`src/design/dccenc_pkg.sv`:
```
package dccenc_pkg;

	// Request codes carried in req_type.
	localparam logic REQ_LOAD = 1'b0;
	localparam logic REQ_TICK = 1'b1;

	// Address of the idle packet.
	localparam logic [7:0] IDLE_ADDRESS = 8'hFF;

	// One accepted request item.
	typedef struct packed {
		logic       req_type;
		logic [7:0] address_byte;
		logic [7:0] instruction_byte;
	} req_t;

	// One emitted half-bit slot.
	typedef struct packed {
		logic level;
		logic first_slot;
		logic last_slot;
	} slot_t;

endpackage

```
`src/design/dccenc_if.sv`:
```
// Request channel: loads and ticks.
interface dccenc_req_if;
	logic       valid;
	logic       ready;
	logic       req_type;
	logic [7:0] address_byte;
	logic [7:0] instruction_byte;

	modport source (output valid, req_type, address_byte, instruction_byte, input ready);
	modport sink (input valid, req_type, address_byte, instruction_byte, output ready);
endinterface

// Slot channel: one track level per tick.
interface dccenc_slot_if;
	logic valid;
	logic ready;
	logic level;
	logic first_slot;
	logic last_slot;

	modport source (output valid, level, first_slot, last_slot, input ready);
	modport sink (input valid, level, first_slot, last_slot, output ready);
endinterface

```
`src/design/dccenc_seq.sv`:
```
module dccenc_seq
	import dccenc_pkg::*;
#(
	parameter int PREAMBLE_ONES = 14
) (
	input  logic  clk,
	input  logic  arst_n,
	input  logic  step,
	input  req_t  req,
	output slot_t slot
);

	// Packet segment codes.
	localparam logic [2:0] SEG_PREAMBLE    = 3'd0;
	localparam logic [2:0] SEG_SEP0        = 3'd1;
	localparam logic [2:0] SEG_ADDRESS     = 3'd2;
	localparam logic [2:0] SEG_SEP1        = 3'd3;
	localparam logic [2:0] SEG_INSTRUCTION = 3'd4;
	localparam logic [2:0] SEG_SEP2        = 3'd5;
	localparam logic [2:0] SEG_CHECK       = 3'd6;
	localparam logic [2:0] SEG_END         = 3'd7;

	localparam logic [8:0] PRE_SLOTS = 9'(2 * PREAMBLE_ONES);

	logic [7:0] held_address_q;
	logic [7:0] held_instruction_q;
	logic       accessory_pending_q;
	logic [2:0] segment_q;
	logic [2:0] bit_count_q;
	logic [1:0] half_count_q;
	logic [7:0] slot_count_q;

	logic       cur_bit;
	logic [2:0] bit_pos;
	logic       bit_done;
	logic       last;

	// Bit that the current segment sends, data bytes MSB first.
	always_comb begin
		bit_pos = 3'd7 - bit_count_q;
		case (segment_q)
			SEG_PREAMBLE:    cur_bit = 1'b1;
			SEG_ADDRESS:     cur_bit = held_address_q[bit_pos];
			SEG_INSTRUCTION: cur_bit = held_instruction_q[bit_pos];
			SEG_CHECK:       cur_bit = held_address_q[bit_pos] ^ held_instruction_q[bit_pos];
			SEG_END:         cur_bit = 1'b1;
			default:         cur_bit = 1'b0;
		endcase
	end

	// A one is high then low; a zero is two high then two low.
	always_comb begin
		slot.level      = cur_bit ? (half_count_q == 2'd0) : (half_count_q < 2'd2);
		slot.first_slot = (slot_count_q == 8'd0);
		last            = (segment_q == SEG_END) && (half_count_q == 2'd1);
		slot.last_slot  = last;
		bit_done        = cur_bit ? (half_count_q == 2'd1) : (half_count_q == 2'd3);
	end

	// Sequencer state advances once per processed request.
	always_ff @(posedge clk or negedge arst_n) begin
		if (!arst_n) begin
			held_address_q      <= IDLE_ADDRESS;
			held_instruction_q  <= 8'd0;
			accessory_pending_q <= 1'b0;
			segment_q           <= SEG_PREAMBLE;
			bit_count_q         <= 3'd0;
			half_count_q        <= 2'd0;
			slot_count_q        <= 8'd0;
		end else if (step) begin
			if (req.req_type == REQ_LOAD) begin
				held_address_q      <= req.address_byte;
				held_instruction_q  <= req.instruction_byte;
				accessory_pending_q <= req.address_byte[7] && (req.address_byte != IDLE_ADDRESS);
				segment_q           <= SEG_PREAMBLE;
				bit_count_q         <= 3'd0;
				half_count_q        <= 2'd0;
				slot_count_q        <= 8'd0;
			end else if (last) begin
				// An accessory packet goes out once, then idle packets follow.
				if (accessory_pending_q) begin
					held_address_q      <= IDLE_ADDRESS;
					held_instruction_q  <= 8'd0;
					accessory_pending_q <= 1'b0;
				end
				segment_q    <= SEG_PREAMBLE;
				bit_count_q  <= 3'd0;
				half_count_q <= 2'd0;
				slot_count_q <= 8'd0;
			end else begin
				if (bit_done) begin
					half_count_q <= 2'd0;
					case (segment_q)
						SEG_PREAMBLE: begin
							if ({1'b0, slot_count_q} + 9'd1 >= PRE_SLOTS) begin
								segment_q <= SEG_SEP0;
							end
						end
						SEG_ADDRESS, SEG_INSTRUCTION, SEG_CHECK: begin
							if (bit_count_q == 3'd7) begin
								bit_count_q <= 3'd0;
								segment_q   <= segment_q + 3'd1;
							end else begin
								bit_count_q <= bit_count_q + 3'd1;
							end
						end
						default: begin
							bit_count_q <= 3'd0;
							segment_q   <= segment_q + 3'd1;
						end
					endcase
				end else begin
					half_count_q <= half_count_q + 2'd1;
				end
				slot_count_q <= slot_count_q + 8'd1;
			end
		end
	end

endmodule

```
`src/design/dcc_packet_symbol_encoder.sv`:
```
// A tick accepted into the input register loads its slot into the output register when it moves on,
// and the slot can transfer from there.
// Throughput: one request (load or tick) per cycle while the output is taken.
// A load gives no slot; a tick gives exactly one.
// Reset (arst_n low, asynchronous) empties both registers and holds the
// idle packet (address 0xFF, instruction 0x00) at the start of its preamble.
module dcc_packet_symbol_encoder
	import dccenc_pkg::*;
#(
	parameter int PREAMBLE_ONES = 14
) (
	input logic           clk,
	input logic           arst_n,
	dccenc_req_if.sink    req,
	dccenc_slot_if.source slot
);

	logic  req_valid_s1;
	req_t  req_s1;
	logic  out_valid_q;
	slot_t out_q;
	slot_t slot_next;
	logic  advance;

	// The registered request moves on unless its slot would overwrite one not yet taken.
	assign advance   = req_valid_s1 &&
		((req_s1.req_type == REQ_LOAD) || !out_valid_q || slot.ready);
	assign req.ready = !req_valid_s1 || advance;

	// Input register.
	always_ff @(posedge clk or negedge arst_n) begin
		if (!arst_n) begin
			req_valid_s1 <= 1'b0;
		end else if (req.ready) begin
			req_valid_s1 <= req.valid;
		end
	end

	always_ff @(posedge clk) begin
		if (req.ready && req.valid) begin
			req_s1.req_type         <= req.req_type;
			req_s1.address_byte     <= req.address_byte;
			req_s1.instruction_byte <= req.instruction_byte;
		end
	end

	dccenc_seq #(
		.PREAMBLE_ONES(PREAMBLE_ONES)
	) u_seq (
		.clk    (clk),
		.arst_n (arst_n),
		.step   (advance),
		.req    (req_s1),
		.slot   (slot_next)
	);

	// Output register: a tick loads it, a transfer empties it.
	always_ff @(posedge clk or negedge arst_n) begin
		if (!arst_n) begin
			out_valid_q <= 1'b0;
		end else if (advance && (req_s1.req_type == REQ_TICK)) begin
			out_valid_q <= 1'b1;
		end else if (slot.ready) begin
			out_valid_q <= 1'b0;
		end
	end

	always_ff @(posedge clk) begin
		if (advance && (req_s1.req_type == REQ_TICK)) begin
			out_q <= slot_next;
		end
	end

	assign slot.valid      = out_valid_q;
	assign slot.level      = out_q.level;
	assign slot.first_slot = out_q.first_slot;
	assign slot.last_slot  = out_q.last_slot;

	// The end slot of a packet is always low.
	a_last_low: assert property (@(posedge clk) disable iff (!arst_n)
		(out_valid_q && out_q.last_slot) |-> !out_q.level)
		else $error("end slot is not low");

	// A packet never starts and ends in the same slot.
	a_first_not_last: assert property (@(posedge clk) disable iff (!arst_n)
		out_valid_q |-> !(out_q.first_slot && out_q.last_slot))
		else $error("slot flagged both first and last");

	// The input stalls only behind a pending tick and a full, untaken output.
	a_stall_cause: assert property (@(posedge clk) disable iff (!arst_n)
		!req.ready |-> (req_valid_s1 && (req_s1.req_type == REQ_TICK) &&
			out_valid_q && !slot.ready))
		else $error("input stalled without cause");

	// A tick that moves on fills the output in the next cycle.
	a_tick_fills: assert property (@(posedge clk) disable iff (!arst_n)
		(advance && (req_s1.req_type == REQ_TICK)) |=> out_valid_q)
		else $error("tick produced no slot");

endmodule
```
`src/flat_wrapper.sv`:
```
// flat-port wrapper written by rule: the top's interface ports become plain ports
module dcc_packet_symbol_encoder_flat import dccenc_pkg::*;
#(
	parameter int PREAMBLE_ONES = 14
)
  (clk, arst_n, req_valid, req_req_type, req_address_byte, req_instruction_byte, req_ready, slot_valid, slot_level, slot_first_slot, slot_last_slot, slot_ready);
  dccenc_req_if req_i ();
  dccenc_slot_if slot_i ();
  input logic clk;
  input logic arst_n;
  input wire logic [$bits(req_i.valid)-1:0] req_valid;
  input wire logic [$bits(req_i.req_type)-1:0] req_req_type;
  input wire logic [$bits(req_i.address_byte)-1:0] req_address_byte;
  input wire logic [$bits(req_i.instruction_byte)-1:0] req_instruction_byte;
  output wire logic [$bits(req_i.ready)-1:0] req_ready;
  output wire logic [$bits(slot_i.valid)-1:0] slot_valid;
  output wire logic [$bits(slot_i.level)-1:0] slot_level;
  output wire logic [$bits(slot_i.first_slot)-1:0] slot_first_slot;
  output wire logic [$bits(slot_i.last_slot)-1:0] slot_last_slot;
  input wire logic [$bits(slot_i.ready)-1:0] slot_ready;
  assign req_i.valid = req_valid;
  assign req_i.req_type = req_req_type;
  assign req_i.address_byte = req_address_byte;
  assign req_i.instruction_byte = req_instruction_byte;
  assign req_ready = req_i.ready;
  assign slot_valid = slot_i.valid;
  assign slot_level = slot_i.level;
  assign slot_first_slot = slot_i.first_slot;
  assign slot_last_slot = slot_i.last_slot;
  assign slot_i.ready = slot_ready;
  dcc_packet_symbol_encoder #(.PREAMBLE_ONES(PREAMBLE_ONES)) u_core (.clk(clk), .arst_n(arst_n), .req(req_i), .slot(slot_i));
endmodule
```
`config.mk`:
```
export PLATFORM = sky130hd
export DESIGN_NAME = dcc_packet_symbol_encoder_flat
export DESIGN_NICKNAME = d
export VERILOG_FILES = /design/src/design/dccenc_pkg.sv /design/src/design/dccenc_if.sv /design/src/design/dccenc_seq.sv /design/src/design/dcc_packet_symbol_encoder.sv /design/src/flat_wrapper.sv
export SDC_FILE = /design/constraint.sdc
export NUM_CORES = 1
export LEC_CHECK = 0
export BUFFER_PORTS_ARGS = -buffer_cell sky130_fd_sc_hd__buf_2
export CORE_MARGIN = 2
export CORE_UTILIZATION = 30
export CTS_CLUSTER_SIZE = 25
export DETAILED_ROUTE_END_ITERATION = 7
export PLACE_DENSITY = 0.47
export SLEW_MARGIN = 20
export SYNTH_ARGS = -nofsm -noshare
export SYNTH_HDL_FRONTEND = slang
export SYNTH_HIERARCHICAL = 1
export SYNTH_SLANG_ARGS = --single-unit
```
`constraint.sdc`:
```
create_clock -name clk -period 5.45 [get_ports clk]
set_clock_uncertainty 0.2 [all_clocks]
set_input_delay 0.8175 -clock clk [delete_from_list [all_inputs] [get_ports clk]]
set_output_delay 0.8175 -clock clk [all_outputs]
set_load 0.005 [all_outputs]
```
### Word level (Yosys, flattened, before mapping)

Index checks and enable logic that the tools add are counted.

| operators by class | value |
|---|---|
| $add $sub $neg | 6 |
| magnitude comparators | 3 |
| equality and inequality tests | 14 |
| muxes and demuxes | 33 |
| bitwise logic cells | 2 |
| reduce and logical (&&, ||, !) cells | 20 |

Operators with widths:

| cell | number |
|---|---|
| $mux W8 | 8 |
| $mux W3 | 9 |
| $eq A3 B3 Y1 const B | 4 |
| $pmux W3 S2 | 2 |
| $add A8 B1 Y9 const B | 1 |
| $ge A9 B5 Y1 const B | 1 |
| $add A8 B1 Y8 const B | 1 |
| $logic_not A8 Y1 | 1 |
| $mux W1 | 8 |
| $ne A4 B4 Y1 const B | 2 |
| $ne A8 B8 Y1 const B | 1 |
| $add A3 B1 Y3 const B | 2 |
| $bmux W1 S3 | 2 |
| $mux W2 | 3 |
| $ne A3 B3 Y1 const B | 2 |
| $reduce_and A3 Y1 | 2 |
| $logic_and A1 B1 Y1 | 5 |
| $lt A3 B4 Y1 const B | 1 |
| $ne A2 B2 Y1 const B | 2 |
| $pmux W1 S4 | 1 |
| $reduce_and A4 Y1 | 1 |
| $eq A3 B2 Y1 const B | 1 |
| $logic_not A3 Y1 | 1 |
| $logic_or A1 B1 Y1 | 3 |
| other kinds (13) | 14 |

| word-level totals | value |
|---|---|
| flip-flop bits (word level) | 55 |
| input port bits | 21 |
| output and inout port bits | 5 |
| logic and storage cells | 93 |

### Longest topological paths before layout

| logic depth | value |
|---|---|
| word-level depth | 9 |
| gate-level depth with buffers | 8 |

### By module

Netlist, hierarchy kept.

By module, submodules not included:

| module | instances | cells each | area each (sq um) | sequential area each (sq um) |
|---|---|---|---|---|
| dccenc_seq | 1 | 193 | 1978.1 | 835.8 |
| dcc_packet_symbol_encoder | 1 | 30 | 706.9 | 650.6 |

### Least setup slack after synthesis

No wires, ideal clock.

| path | value |
|---|---|
| path type | register to register |
| from | register u_core.u_seq.bit_count_q[0] |
| to | register u_core.u_seq.segment_q[1] |
| data arrival time | 2.345 ns |
| required time | 5.172 ns |
| setup slack | 2.827 ns |
| cell stages (with the launch flop) | 9 |
| path buffers | 2 |
| clock period less this slack | 2.623 ns |
| cells stage by stage | dfrtp_1 -> buf_6 -> mux4_2 -> mux2i_4 -> a2111oi_2 -> or4b_1 -> buf_2 -> a2111oi_2 -> o21bai_1 |

| on the way | value |
|---|---|
| longest elaborated chain between the ends | 8 |
| elaborated cells between the ends (all ways) | 12 |

RTL lines:

| element | line | source |
|---|---|---|
| start, declared | dccenc_seq.sv:29 | `logic [2:0] bit_count_q;` |
| start signal, assigned | dccenc_seq.sv:104 | `bit_count_q <= bit_count_q + 3'd1;` |
| $sub A3 B3 Y3 | dccenc_seq.sv:40 | `bit_pos = 3'd7 - bit_count_q;` |
| $bmux W1 S3, on equally long branches | dccenc_seq.sv:43, dccenc_seq.sv:45, dccenc_seq.sv:44 |  |
| $mux W1, on equally long branches | dccenc_seq.sv:43, dccenc_seq.sv:45, dccenc_seq.sv:44 |  |
| $xor A1 B1 Y1 | dccenc_seq.sv:45 | `SEG_CHECK: cur_bit = held_address_q[bit_pos] ^ held_instruction_q[bit_pos];` |
| $pmux W1 S4 | dccenc_seq.sv:41 | `case (segment_q)` |
| $mux W1 | dccenc_seq.sv:57 | `bit_done = cur_bit ? (half_count_q == 2'd1) : (half_count_q == 2'd3);` |
| $ne A3 B3 Y1 (no source line) | -- |  |
| $reduce_and A4 Y1 (no source line) * | -- |  |
| end signal, assigned | dccenc_seq.sv:102 | `segment_q <= segment_q + 3'd1;` |
| end signal, assigned | dccenc_seq.sv:109 | `segment_q <= segment_q + 3'd1;` |
| end, declared | dccenc_seq.sv:28 | `logic [2:0] segment_q;` |

Mark *: on every way between the ends. The rest lies on a longest branch, timed or not. The select of a mux whose other input is x is not followed.
A chain may end at the register's enable or synchronous reset.

### Worst setup path in the final report

Ends and elaborated chain as after synthesis.

==> summary.txt <==
Status
  – Status: completed

Power and ir drop
  – Leakage power: 1.19 nW
  – Pwr Density: between 300 and 400 nW/um^2
  – Post-layout power: 1.03 mW
  – Max VDD drop: ~0.12 mV

Cells and area
  – Final cell count without fillers: around 350
  – FILL cells: about 880
  – Nets@finish: around 280
  – Area Overhead vs Synth: 11.5%
  – Register Area: 1490 sq um
  – Antenna diodes: 0
  – Multi-input gate area: 1110 sq um
  – Share of cells above drive strength 1: 0.215

Hold path
  – Hold depth: 1
  – Hold Crit Endpoint: u_core/u_seq/held_instruction_q[1]
  – Hold path start: u_core/req_s1[1]
  – Hold WC Path Type: register to register

Logic synthesis
  – Post-synth cell types: 56
  – Commonest cells in the netlist: dfrtp_1 (27), nand2_1 (26), edfxtp_1 (20)
  – Main flop type after synthesis: dfrtp_1
  – Syn_nets: ~260
  – Seq cells post-synth: between 50 and 60
  – Synth top area cells: dfrtp_1 (25%), edfxtp_1 (22%), dfstp_2 (7.8%), ha_1 (5.1%), nand2_1 (3.6%)
  – Async set or reset register ratio after synthesis: 0.636
  – Post-synth top area share: 0.252
  – Seq/Total Area, Yosys: 0.554
  – Syn Area/Cell: about 12 sq um
  – Mapped Cells: around 220
  – EDFF count, synth: 20
  – Most frequent cell after synthesis: dfrtp_1
  – Area leader, netlist: dfrtp_1
  – Synth Warn #: 6
  – Cell Area, Synth: ~2700 sq um

Worst setup path
  – R2r setup slk: 2.55 ns
  – WS Path Type: register to register
  – Critical Path Source Type: register
  – Reg-to-reg startpoint: u_core/u_seq/bit_count_q[0]
  – FF-to-FF path depth: 6
  – CP Cell Sequence: mux4_2 -> mux2i_4 -> a2111oi_2 -> or4b_1 -> a2111oi_2 -> o21bai_1
  – Max incr delay on CP: ~0.63 ns
  – Worst path depth: 6
  – Worst EP required: ~5.5 ns
  – CP most frequent cell: a2111oi_2
  – Crit path max fanout: 7
  – Cell family with most CP delay: multiplexers
  – Slowest stage cell on the critical path: or4b_1
  – Buf/Inv on CP: 0
  – Crit. End Element: register
  – Worst endpoint data arrival time: about 2.9 ns
  – Reg2Reg Capture Point: u_core/u_seq/segment_q[1]

Floorplan
  – Row count: 34
  – Ports: 26
  – Die width: approximately 99 um
  – Chip height: slightly below 100 um
  – Die ar.: 9720 sq um
  – Core Box Area: between 8000 and 9000 sq um
  – Initial Util: 0.308

Clock network
  – CTS tree: yes
  – CTS H-tree lvls: 2
  – Total CTS buffers: 5
  – CTS sink cnt: 55
  – Root buffer cell: clkbuf_8
  – Setup bufs post-CTS: 0
  – Reg clk slew, reported paths: roughly 0.10 ns
  – Max Buffers Root-to-Sink: 2
  – CTS Hold Bufs: 0
  – Clock latency on the worst-skew pair: approximately 0.31 ns
  – CTS resizes: 0

Global routing
  – Number of global-route vias before repair: 1724
  – First-pass GRT wire length: ~9000 um
  – Largest net degree at the start of global routing: 36
  – Tot GR Track Use: 0.115
  – Initial antenna violation count: 0
  – Total grt overflow: 0

Timing
  – Least-Margin Pin Slew: roughly 0.78 ns
  – Fin crit period: between 2 and 3 ns
  – Slew Limit Fails: 0
  – Fin crit share: 0.532
  – RSZ-0062 raised after global routing: no
  – PnR worst setup slack: around 2.5 ns
  – Fmax: between 300 and 400 MHz
  – # setup viols final: 0
  – Final hold slack: approximately 0.27 ns
  – Fin. Hold Viols: 0
  – Setup TNS: 0 ns
  – Slew HR: 0.479

Route
  – Antenna-violating nets left: 0
  – DR WL/cell: between 10 and 15 um
  – Drt via density: between 4 and 5
  – Routed wire length: ~5100 um
  – Initial DRC Count: 90
  – Via count: around 1700
  – First-pass DRT Iterations: 4
  – DR DRC count: 0

Place
  – Pre-CTS setup slack: ~2.6 ns
  – GPL Wtd Cong: 0.781
  – Placed Cells: around 350
  – Port-buffer cells: 25
  – DP HPWL: about 3700 um

Job
  – Max Cap Viol: 0
[kinds of logic (layout without fill, tap and decap cells)]
logic type                 Yosys count  in the layout  synth area share
xor gates and xnor gates             1              1           0.00326
and+or+nand+nor                     67             67             0.127
AOI/OAI and AO/OA                   59             59             0.174
muxes                                9              9            0.0569
adders and majority gates           11             11            0.0513
buffers and inverters               21             44            0.0340
DFF                                 55             55             0.554
[through the flow]
stage	util	area (sq um)
finish	0.343	2990
global route	0.343	2990
CTS	0.343	2990
detailed placement	0.333	2900
global placement	0.333	2900
floorplan	-	2690
[worst max-delay path by stage]
stage / to / slack [ns] / startpoint
after floorplan: u_core/u_seq/segment_q[1] / 2.83 / u_core/u_seq/bit_count_q[0]
after global placement: u_core/u_seq/segment_q[1] / 2.59 / u_core/u_seq/bit_count_q[0]
after detailed placement: u_core/u_seq/bit_count_q[1] / 2.57 / u_core/u_seq/bit_count_q[0]
after CTS: u_core/u_seq/segment_q[1] / 2.55 / u_core/u_seq/bit_count_q[0]
after global routing: u_core/u_seq/segment_q[1] / 2.37 / u_core/u_seq/bit_count_q[0]
final: u_core/u_seq/segment_q[1] / 2.55 / u_core/u_seq/bit_count_q[0]
[layout make-up]
type / instances / share of cell area
clock buffer: 5 / 0.0230
clock inverter: 3 / 0.00711
inverter: 9 / 0.0113
multi-input combinational: 147 / 0.370
sequential: 55 / 0.497
tap: 108 / 0.0452
timing repair buffer: 27 / 0.0468
[cells in the final DEF, fill, tap and decap left out, types with 3 or more instances in the layout]
cell,n
inv_1,9
buf_2,25
nand2_1,26
edfxtp_1,20
nand2b_1,5
mux2i_1,4
and2_1,3
o21ai_0,9
a21oi_1,4
clkbuf_8,5
nor2_1,8
nor2b_1,3
mux4_2,4
ha_1,11
dfrtp_1,27
dfstp_2,8
o31ai_1,3
o22a_1,8
a22o_1,10
nand3_1,8
[state kept, by name, summed over array words and instances (netlist names)]
| register | cells |
|---|---|
| u_core/req_s1 | 17 |
| u_core/u_seq/slot_count_q | 8 |
| u_core/slot.level | 1 |
| u_core/u_seq/held_instruction_q | 8 |
| u_core/u_seq/segment_q | 3 |
| u_core/req_valid_s1 | 1 |
| u_core/slot.first_slot | 1 |
| u_core/u_seq/held_address_q | 8 |
| u_core/u_seq/bit_count_q | 3 |
| u_core/u_seq/half_count_q | 2 |
| u_core/slot.last_slot | 1 |
| u_core/slot.valid | 1 |
| u_core/u_seq/accessory_pending_q | 1 |
[routing by layer]
layer,vias to the layer above,track usage,part of all wire
li1,875,-,-
met1,832,0.159,0.48
met2,34,0.179,0.48
met3,5,0.0255,0.034
met4,0,0.0379,0.011
met5,-,0,0
[power breakdown]
| group | internal, mW | switching [mW] | total [mW] |
|---|---|---|---|
| Sequential | 0.496 | 0.0502 | 0.546 |
| Clock | 0.0926 | 0.138 | 0.230 |
| Combinational | 0.114 | 0.141 | 0.256 |
| Total | 0.703 | 0.329 | 1.03 |
No activity file was read; power rests on OpenSTA's default activity.
